[src/design/base64_decoder_top_macros.svh]
// Assertion macros shared by the base64 decoder RTL.
// Used by modules that carry concurrent checks; needs i_clk and i_rst_n in scope.
`ifndef BASE64_DECODER_TOP_MACROS_SVH
`define BASE64_DECODER_TOP_MACROS_SVH

// Same-cycle implication, disabled while reset is asserted
`define B64D_ASSERT_NOW(label, ante, cons) \
    label: assert property (@(posedge i_clk) disable iff (!i_rst_n) (ante) |-> (cons)) \
        else $error("b64d check failed");

// Next-cycle implication, disabled while reset is asserted
`define B64D_ASSERT_NEXT(label, ante, cons) \
    label: assert property (@(posedge i_clk) disable iff (!i_rst_n) (ante) |=> (cons)) \
        else $error("b64d check failed");

`endif

[src/design/b64d_pkg.sv]
// Package for the base64 decoder: result kinds, queue entry type, constants.
// No dependencies; imported by every module of the block.
package b64d_pkg;

    // Result kinds, carried on tuser
    typedef enum logic [1:0] {
        KIND_DATA  = 2'd0,
        KIND_DONE  = 2'd1,
        KIND_ERROR = 2'd2
    } t_kind;

    localparam logic [7:0]  PAD_CHAR  = 8'h3D;   // '='
    localparam logic [23:0] COUNT_MAX = 24'hFFFFFF;

    // Work queue between front and back
    localparam int QUEUE_DEPTH = 4;
    localparam int QUEUE_AW    = $clog2(QUEUE_DEPTH);
    localparam int QUEUE_CW    = $clog2(QUEUE_DEPTH + 1);

    // One request for the back end: up to three data bytes then an optional tail
    typedef struct packed {
        logic [1:0]  n_data;     // data bytes in this request, 0..3
        logic        has_tail;   // a finished or error result follows the bytes
        t_kind       tail_kind;
        logic [7:0]  byte1;
        logic [7:0]  byte2;
        logic [7:0]  byte3;
        logic [23:0] count;      // total byte count for a finished result
    } t_entry;

    // Sextet lookup: bit 6 set when the character is in the alphabet
    function automatic logic [6:0] f_sextet(input logic [7:0] c);
        logic [6:0] r;
        r = 7'd0;
        if (c >= 8'h41 && c <= 8'h5A) begin
            r = {1'b1, 6'(c - 8'h41)};
        end else if (c >= 8'h61 && c <= 8'h7A) begin
            r = {1'b1, 6'(c - 8'h61 + 8'd26)};
        end else if (c >= 8'h30 && c <= 8'h39) begin
            r = {1'b1, 6'(c - 8'h30 + 8'd52)};
        end else if (c == 8'h2B) begin
            r = {1'b1, 6'd62};
        end else if (c == 8'h2F) begin
            r = {1'b1, 6'd63};
        end
        return r;
    endfunction

endpackage

[src/design/b64d_front.sv]
// Front end: accepts characters, keeps the group state and builds back-end requests.
// Depends on b64d_pkg.
module b64d_front
    import b64d_pkg::*;
(
    input  logic       i_clk,
    input  logic       i_rst_n,
    input  logic       i_valid,
    input  logic [7:0] i_char,
    input  logic       i_end,
    input  logic       i_room,      // queue can take a request
    output logic       o_ready,
    output logic       o_push,
    output t_entry     o_entry
);

    logic [1:0]  r_pos,   n_pos;
    logic [17:0] r_held,  n_held;
    logic        r_third, n_third;
    logic        r_skip,  n_skip;
    logic [23:0] r_bytes, n_bytes;

    logic [6:0]  sx;
    logic        ok, pad, bad, accept;
    logic [5:0]  s_in;
    logic [24:0] sum;
    logic [1:0]  nd;

    assign o_ready = i_room;
    assign accept  = i_valid && i_room;
    assign sx      = f_sextet(i_char);
    assign ok      = sx[6];
    assign pad     = (i_char == PAD_CHAR);
    assign bad     = !ok && !(pad && r_pos[1]);
    assign s_in    = ok ? sx[5:0] : 6'd0;
    assign nd      = r_third ? 2'd1 : (pad ? 2'd2 : 2'd3);
    assign sum     = {1'b0, r_bytes} + 25'(nd);

    // Classification and next state
    always_comb begin
        n_pos   = r_pos;
        n_held  = r_held;
        n_third = r_third;
        n_skip  = r_skip;
        n_bytes = r_bytes;
        o_push  = 1'b0;
        o_entry = '0;
        o_entry.tail_kind = KIND_ERROR;
        if (accept) begin
            if (r_skip) begin
                if (i_end) begin
                    n_pos = 2'd0; n_held = '0; n_third = 1'b0; n_skip = 1'b0; n_bytes = '0;
                end
            end else if (bad) begin
                o_push = 1'b1;
                o_entry.has_tail = 1'b1;
                if (i_end) begin
                    n_pos = 2'd0; n_held = '0; n_third = 1'b0; n_skip = 1'b0; n_bytes = '0;
                end else begin
                    n_skip = 1'b1;
                end
            end else if (r_pos != 2'd3) begin
                n_held = {r_held[11:0], s_in};
                if (r_pos == 2'd2) begin
                    n_third = pad;
                end
                n_pos = r_pos + 2'd1;
                if (i_end) begin
                    o_push = 1'b1;
                    o_entry.has_tail = 1'b1;
                    n_pos = 2'd0; n_held = '0; n_third = 1'b0; n_skip = 1'b0; n_bytes = '0;
                end
            end else begin
                // fourth character: emit the group
                o_push = 1'b1;
                o_entry.n_data = nd;
                o_entry.byte1  = {r_held[17:12], r_held[11:10]};
                o_entry.byte2  = {r_held[9:6], r_held[5:2]};
                o_entry.byte3  = {r_held[1:0], s_in};
                n_bytes = sum[24] ? COUNT_MAX : sum[23:0];
                o_entry.count     = n_bytes;
                o_entry.has_tail  = pad || i_end;
                o_entry.tail_kind = KIND_DONE;
                n_pos   = 2'd0;
                n_held  = '0;
                n_third = 1'b0;
                if (i_end) begin
                    n_skip = 1'b0; n_bytes = '0;
                end else if (pad) begin
                    n_skip = 1'b1;
                end
            end
        end
    end

    // Group state registers
    always_ff @(posedge i_clk) begin
        if (!i_rst_n) begin
            r_pos   <= 2'd0;
            r_held  <= '0;
            r_third <= 1'b0;
            r_skip  <= 1'b0;
            r_bytes <= '0;
        end else begin
            r_pos   <= n_pos;
            r_held  <= n_held;
            r_third <= n_third;
            r_skip  <= n_skip;
            r_bytes <= n_bytes;
        end
    end

endmodule

[src/design/b64d_queue.sv]
// Short request queue between front and back ends, held in flip-flops.
// Depends on b64d_pkg and base64_decoder_top_macros.svh.
`include "base64_decoder_top_macros.svh"
module b64d_queue
    import b64d_pkg::*;
(
    input  logic   i_clk,
    input  logic   i_rst_n,
    input  logic   i_push,
    input  t_entry i_entry,
    input  logic   i_pop,
    output logic   o_room,
    output logic   o_avail,
    output t_entry o_head
);

    t_entry              r_mem [QUEUE_DEPTH];
    logic [QUEUE_AW-1:0] r_wr, r_rd;
    logic [QUEUE_CW-1:0] r_count;

    assign o_room  = (r_count != QUEUE_CW'(QUEUE_DEPTH));
    assign o_avail = (r_count != '0);
    assign o_head  = r_mem[r_rd];

    // Entry storage
    always_ff @(posedge i_clk) begin
        if (i_push) begin
            r_mem[r_wr] <= i_entry;
        end
    end

    // Pointers and fill level
    always_ff @(posedge i_clk) begin
        if (!i_rst_n) begin
            r_wr    <= '0;
            r_rd    <= '0;
            r_count <= '0;
        end else begin
            if (i_push) begin
                r_wr <= r_wr + 1'b1;
            end
            if (i_pop) begin
                r_rd <= r_rd + 1'b1;
            end
            if (i_push && !i_pop) begin
                r_count <= r_count + 1'b1;
            end else if (!i_push && i_pop) begin
                r_count <= r_count - 1'b1;
            end
        end
    end

    `B64D_ASSERT_NOW(a_no_push_full, !o_room, !i_push)
    `B64D_ASSERT_NOW(a_no_pop_empty, !o_avail, !i_pop)
    `B64D_ASSERT_NEXT(a_fill_up, i_push && !i_pop, r_count == QUEUE_CW'($past(r_count) + 1'b1))

endmodule

[src/design/b64d_back.sv]
// Back end: expands each request into results, one per cycle unless stalled, into the output register.
// Depends on b64d_pkg.
module b64d_back
    import b64d_pkg::*;
(
    input  logic        i_clk,
    input  logic        i_rst_n,
    input  logic        i_avail,
    input  t_entry      i_head,
    output logic        o_pop,
    output logic        o_valid,
    input  logic        i_ready,
    output t_kind       o_kind,
    output logic [7:0]  o_byte,
    output logic [23:0] o_count,
    output logic        o_last
);

    logic [1:0]  r_idx, n_idx;
    logic        r_valid;
    t_kind       r_kind;
    logic [7:0]  r_byte;
    logic [23:0] r_count;
    logic        r_last;

    logic        load, is_data, last_res;
    logic [2:0]  total;
    logic [7:0]  sel_byte;

    assign total    = {1'b0, i_head.n_data} + {2'b00, i_head.has_tail};
    assign load     = i_avail && (!r_valid || i_ready);
    assign is_data  = (r_idx < i_head.n_data);
    assign last_res = (({1'b0, r_idx} + 3'd1) == total);
    assign o_pop    = load && last_res;

    // Byte of the group at the current index
    always_comb begin
        case (r_idx)
            2'd0:    sel_byte = i_head.byte1;
            2'd1:    sel_byte = i_head.byte2;
            default: sel_byte = i_head.byte3;
        endcase
    end

    // Result index within the head request
    always_comb begin
        n_idx = r_idx;
        if (load) begin
            n_idx = last_res ? 2'd0 : r_idx + 2'd1;
        end
    end

    // Control registers
    always_ff @(posedge i_clk) begin
        if (!i_rst_n) begin
            r_idx   <= 2'd0;
            r_valid <= 1'b0;
        end else begin
            r_idx <= n_idx;
            if (load) begin
                r_valid <= 1'b1;
            end else if (i_ready) begin
                r_valid <= 1'b0;
            end
        end
    end

    // Output payload
    always_ff @(posedge i_clk) begin
        if (load) begin
            r_kind  <= is_data ? KIND_DATA : i_head.tail_kind;
            r_byte  <= is_data ? sel_byte : 8'd0;
            r_count <= (!is_data && i_head.tail_kind == KIND_DONE) ? i_head.count : 24'd0;
            r_last  <= last_res;
        end
    end

    assign o_valid = r_valid;
    assign o_kind  = r_kind;
    assign o_byte  = r_byte;
    assign o_count = r_count;
    assign o_last  = r_last;

endmodule

[src/design/base64_decoder_top.sv]
// Top level of the streaming base64 decoder: front end, request queue, back end.
// Depends on b64d_pkg, b64d_front, b64d_queue and b64d_back.
//
//  channel     direction  fields (low bit up)
//  s_axis      in         tdata: char_code[7:0]; tlast: end_of_text
//  m_axis      out        tdata: data_byte[7:0], byte_count[31:8]; tuser: kind; tlast: last_of_run
//
// One character is accepted per cycle while the four-entry request queue has room.
// The back end delivers one result per cycle while m_axis is not stalled, and a group
// yields up to four results; each request passes the queue and then the output register.
// Reset is synchronous and clears the group state, queue pointers and output valid at once.
// A stall on m_axis fills the queue; s_axis tready falls only when it is full.
module base64_decoder_top
    import b64d_pkg::*;
(
    input  logic        i_clk,
    input  logic        i_rst_n,
    input  logic        i_s_axis_tvalid,
    output logic        o_s_axis_tready,
    input  logic [7:0]  i_s_axis_tdata,    // char_code[7:0]
    input  logic        i_s_axis_tlast,
    output logic        o_m_axis_tvalid,
    input  logic        i_m_axis_tready,
    output logic [31:0] o_m_axis_tdata,    // data_byte[7:0], byte_count[31:8]
    output logic [1:0]  o_m_axis_tuser,    // kind[1:0]
    output logic        o_m_axis_tlast
);

    logic        room, avail, push, pop;
    t_entry      entry, head;
    t_kind       kind;
    logic [7:0]  data_byte;
    logic [23:0] byte_count;

    b64d_front u_front (
        .i_clk   (i_clk),
        .i_rst_n (i_rst_n),
        .i_valid (i_s_axis_tvalid),
        .i_char  (i_s_axis_tdata),
        .i_end   (i_s_axis_tlast),
        .i_room  (room),
        .o_ready (o_s_axis_tready),
        .o_push  (push),
        .o_entry (entry)
    );

    b64d_queue u_queue (
        .i_clk   (i_clk),
        .i_rst_n (i_rst_n),
        .i_push  (push),
        .i_entry (entry),
        .i_pop   (pop),
        .o_room  (room),
        .o_avail (avail),
        .o_head  (head)
    );

    b64d_back u_back (
        .i_clk   (i_clk),
        .i_rst_n (i_rst_n),
        .i_avail (avail),
        .i_head  (head),
        .o_pop   (pop),
        .o_valid (o_m_axis_tvalid),
        .i_ready (i_m_axis_tready),
        .o_kind  (kind),
        .o_byte  (data_byte),
        .o_count (byte_count),
        .o_last  (o_m_axis_tlast)
    );

    assign o_m_axis_tdata = {byte_count, data_byte};
    assign o_m_axis_tuser = kind;

endmodule

[config.mk]
export PLATFORM = sky130hd
export DESIGN_NAME = base64_decoder_top
export DESIGN_NICKNAME = d
export VERILOG_FILES = /design/src/design/b64d_pkg.sv /design/src/design/b64d_front.sv /design/src/design/b64d_queue.sv /design/src/design/b64d_back.sv /design/src/design/base64_decoder_top.sv
export VERILOG_INCLUDE_DIRS = /design/src /design/src/design
export SDC_FILE = /design/constraint.sdc
export NUM_CORES = 1
export LEC_CHECK = 0
export ABC_CLOCK_PERIOD_IN_PS = 4400
export BUFFER_PORTS_ARGS = -buffer_cell sky130_fd_sc_hd__buf_2
export CORE_ASPECT_RATIO = 1.75
export CORE_MARGIN = 2
export CORE_UTILIZATION = 44
export CTS_CLUSTER_SIZE = 8
export DETAILED_ROUTE_END_ITERATION = 10
export HOLD_SLACK_MARGIN = 0.12
export SYNTH_ARGS = -nofsm -noshare
export SYNTH_HDL_FRONTEND = slang
export SYNTH_HIERARCHICAL = 1
export SYNTH_SLANG_ARGS = --single-unit
[constraint.sdc]
create_clock -name i_clk -period 4.4 [get_ports i_clk]
set_input_delay 0.88 -clock i_clk [delete_from_list [all_inputs] [get_ports i_clk]]
set_output_delay 0.88 -clock i_clk [all_outputs]
set_load 0.01 [all_outputs]
## After elaboration in Yosys (flattened, before gate mapping)

Memory sizes are Yosys's and may differ from the RTL's. A register that Yosys moved wholly into a read port is not among the register bits.
Cells that the tools add are included.

- Memory bits (writable): 212
- Memories: 1
- Flip-flop bits (word level): 91
- Input port bits: 13

Memories:

| name | depth | bits a word | read ports | clocked after memory_dff | write ports | line | source |
|---|---|---|---|---|---|---|---|
| u_queue.r_mem | 4 | 53 | 1 | 1 | 1 | b64d_queue.sv:17 | `t_entry r_mem [QUEUE_DEPTH];` |

- Order comparisons: 7
- Reduce and logical (&&, ||, !) cells: 24
- Add/sub/neg operators: 14
- Equality and inequality tests: 10
- Mux-type cells: 59

Operators with widths:

| kind | number |
|---|---|
| $mux 24 | 6 |
| $mux 53 | 2 |
| $mux 50 | 2 |
| $mux 18 | 5 |
| $mux 7 | 5 |
| $add 24x2->25 | 1 |
| $eq 8x6->1 const B | 3 |
| $mux 1 | 24 |
| $mux 2 | 11 |
| $ge 8x7->1 const B | 2 |
| $le 8x7->1 const B | 2 |
| $pmux 8 s2 | 1 |
| $sub 6x6->6 const B | 2 |
| $logic_and 1x1->1 | 11 |
| $add 2x1->2 const B | 4 |
| $ge 8x6->1 const B | 1 |
| $le 8x6->1 const B | 1 |
| $add 6x5->6 const B | 1 |
| $add 6x6->6 const B | 1 |
| $logic_not 1->1 | 6 |
| $mux 3 | 2 |
| $mux 6 | 1 |
| $sub 6x1->6 const B | 1 |
| $ne 5x3->1 const B | 1 |
| other kinds (15) | 18 |

## Depth between registers and ports, before layout

- Word-level depth: 15
- Depth in mapped cells: 15
- Depth with buffers taken out: 13

## Modules after synthesis

The synthesis kept the hierarchy.

Modules (own cells, without submodules):

| module | times used | seq. area each (µm²) | area each (µm²) | cells each |
|---|---|---|---|---|
| b64d_queue | 1 | 6,546.3 | 8,157.8 | 321 |
| b64d_front | 1 | 920.9 | 3,584.7 | 484 |
| b64d_back | 1 | 1,111.1 | 1,770.4 | 124 |

## Worst setup path after synthesis

Ideal clock, no wire load.

- Path type: input to register
- Start: in i_s_axis_tdata[2]
- End: mem u_queue/r_mem[0][0] (netlist name) (enable)
- Data required time: 3.984 ns
- Buffers on the path: 2
- Stages: 10
- Arrival time: 4.113 ns
- Library setup time: 0.416 ns
- Setup slack: -0.129 ns
- Cells stage by stage: clkbuf_1 -> inv_1 -> ha_1 -> nand2_1 -> nor2_1 -> o31ai_1 -> buf_2 -> nand2_1 -> a21oi_1 -> and2_1

- Longest elaborated chain between the ends: 13
- Elaborated cells between the ends (all ways): 26

RTL lines:

| what | line | source |
|---|---|---|
| start, declared | base64_decoder_top.sv:20 | `input logic [7:0] i_s_axis_tdata,` |
| parallel branches: the longest is 7 deep, another holds $ge 8x6->1 | - |  |
| $logic_and 1x1->1 * | b64d_front.sv:34 | `assign bad = !ok && !(pad && r_pos[1]);` |
| $mux 1 * | b64d_front.sv:54 | `end else if (bad) begin` |
| $mux 1 * | b64d_front.sv:50 | `if (r_skip) begin` |
| $mux 1 * | b64d_front.sv:49 | `if (accept) begin` |
| net push | base64_decoder_top.sv:29 | `logic room, avail, push, pop;` |
| $mux 1 * | b64d_queue.sv:27 | `if (i_push) begin` |
| $mux 1 (not written as such) * | b64d_queue.sv:28 | `r_mem[r_wr] <= i_entry;` |
| end, declared | b64d_queue.sv:17 |  |

Mark *: on every way through the listed nets, which the timed path passes.

==> metrics <==
Yosys warning total 6; Max IR drop VDD 0.448 mV; cell taking the most area after synthesis edfxtp_1; post-layout minimum cycle time about 3.4 ns; area added between synthesis and finish 13.8%; count of antenna-violating nets left after detailed routing 0; port buffer count 49; gr ovfl total 0; wire per inst approximately 21 um; achievable clock frequency just under 0.3 GHz; residual DRC count 0; Post-CTS Hold Fix Bufs 0; number of synthesized register bits around 300; via count of the routed design ~8,000; Max-Cap Viols 0; dpl hpwl 19.0 mm; fraction of final layout cells sized beyond drive strength 1 between 15 and 20%; total area of multi-input combinational cells 4480 sq um; clock skew between 0.015 and 0.02 ns; number of DRC violations after detailed-routing iteration 0 478; global-route wire length before repair between 40 and 50 mm; status finished, final reports clean; area of the core 30,200 sq um; Clock Pin Slew Worst Setup and Hold Paths around 0.050 ns; final cell count without fillers ~1,400; biggest cell delay along the critical path roughly 0.42 ns; Std-Cell Rows 84; Final #Nets roughly 1,000; Setup Total Neg Slack 0 ns; predominant post-synthesis flop cell edfxtp_1; synthesized netlist net count around 970; type of origin of the critical path flip-flop; RSZ-0062 raised after global routing false; CTS H-tree depth 2; number of sinks handled by clock tree synthesis 305; number of standard cells after synthesis approximately 930; cell area after placement between 10,000 and 15,000 sq um; Final Hold Violating Endpoints 0; slowest stage cell, crit path mux4_1; number of global-route vias before repair between 8,000 and 9,000; worst slack on hold paths roughly 0.45 ns; async set-reset flop share out of synthesis 0%; number of buffer and inverter instances along the worst setup path 3; sequential share of the synthesized area a little under two thirds; Synth top area share about 55%; data required time at the worst endpoint between 4 and 5 ns; floorplan die area 32,200 sq um; arrival time worst endpoint around 3.9 ns; RePlAce Congestion around 0.89; Worst-Margin Slew between 0.8 and 0.9 ns; buffer type at the clock tree root clkbuf_16; leading cell types by count after synthesis edfxtp_1, a21oi_1, dfxtp_1; final setup vio count 0; worst reg-to-reg setup slack between 0.9 and 1 ns; slew margin rel. 39.9%; total I/O pin count 50; Area contributors post-synth edfxtp_1, dfxtp_1, mux4_2; share of the clock period used by the worst path after layout 78.0%; worst r2r path cells 13; peak fanout along the critical path 27; all-layer global routing usage about a fifth; CTS tree yes; pin count of the biggest net entering global routing 48; most frequent cell after synthesis edfxtp_1; Setup crit end kind flip-flop; end point of the critical path u_queue/r_count[2]; terminus of the critical flop-to-flop path u_queue/r_count[2]; mean area per synthesized cell about 15 sq um; type of the setup path with the least slack flip-flop to flip-flop; Post-CTS Repair Setup Buffers 0; total routed wirelength between 20 and 30 mm; first-pass iteration count of the detailed router 6; EDFF count, synth about 250; series of cell instances along the critical path buf_4 > mux4_1 > ha_1 > xor2_1 > nor3_2 > and2_1 > inv_1 > ha_1 > inv_1 > fa_1 > xor2_1 > or3_1 > a21boi_0; Initial Util roughly 45%; min-delay worst type flip-flop to flip-flop; post-synth cell types 73; top cell family by delay on the critical path adder cells; number of cells upsized or downsized after cts 0; number of buffers between clock root and the deepest sink 3; cell count after placement about 1,300; fill cell count approximately 2,500; area of all sequential standard cells 8580 sq um; initial antenna violation count 0; horizontal extent of the die 136 um; die height ~240 um; number of pins with negative max-slew slack in the final report 0; Final Instance Area approximately 15,000 sq um; CTS Buf Count 44; cell area power density 541 nW/um^2; detailed-route vias per instance 5.70; antenna diode instance count 0; static leakage power approximately 0.0052 uW; Critical Path Stages 13; post-synth design cell area 13,500 sq um; Worst-Skew Late Latency between 0.5 and 0.6 ns
==> layer usage <==
metal  vias to the layer above  track usage (%)  routed length, um
met5                         -                0                  0
met1                      4014             23.7              12200
met2                       210             33.3              15500
met4                         0             6.25                662
li1                       3749                -                  -
met3                        45             2.13               1040
==> cells in the final DEF, fill, tap and decap left out, drive strengths merged, types with 24 or more instances in the layout <==
master	instances
a21oi	60
and2	38
and4b	24
buf	77
clkbuf	67
dfxtp	58
edfxtp	247
mux4	53
nand2	56
nand3	33
nor2	48
==> tightest hold or removal path, cell delays in order (launching register included) <==
cell and delay, ns:
dfxtp_1 0.30, nand2_1 0.05, o22ai_1 0.05
==> worst min-delay path by stage <==
stage / start / cells after the start / to / slack (ns)
5_1_grt: u_front/r_held[13] / 2 / u_front/r_held[13] / 0.47
3_3_place_gp: u_front/r_held[17] / 2 / u_front/r_held[17] / 0.44
3_5_place_dp: u_front/r_held[17] / 2 / u_front/r_held[17] / 0.45
6_report: u_front/r_held[17] / 2 / u_front/r_held[17] / 0.45
2_1_floorplan: u_front/r_held[13] / 2 / u_front/r_held[13] / 0.42
4_1_cts: u_front/r_held[17] / 2 / u_front/r_held[17] / 0.45
==> kinds of logic after synthesis <==
family,count (synthesis),share of synthesized area [%]
DFF,305,63.5
and+or+nand+nor,269,11.3
AOI/OAI and AO/OA,172,8.69
xor gates and xnor gates,24,1.56
muxes,55,9.06
adders and majority gates,25,2.43
buffers and inverters,79,3.47
==> metrics by stage <==
stage / utilization, % / worst slack [ns] / total power (uW)
4_1_cts: 51.0 / 0.939 / 8440
2_1_floorplan: - / 0.328 / 4960
3_5_place_dp: 46.9 / 0.459 / 5450
3_3_place_gp: 46.9 / 0.507 / 5420
6_report: 51.0 / 0.968 / 8320
5_1_grt: 51.0 / 0.792 / 8680
==> area by class of cell <==
class,instances,area share (%)
clock buffer,67,7.72
clock inverter,3,0.220
multi-input combinational,545,29.1
tap,387,3.15
inverter,23,0.570
timing repair buffer,77,3.37
sequential,305,55.8
==> state kept, by name, indices dropped and copies added, names as in the netlist, 3 cells and up, named ones only <==
signal,count
u_front/r_held,18
u_front/r_bytes,24
u_back/o_byte,8
u_queue/r_mem,212
u_back/o_count,24
u_queue/r_count,3
==> power by group <==
group,switching [uW],internal [uW]
Clock,1130,1830
Combinational,1010,669
Sequential,111,3560
Note: power is estimated with default switching activity, not from simulation.
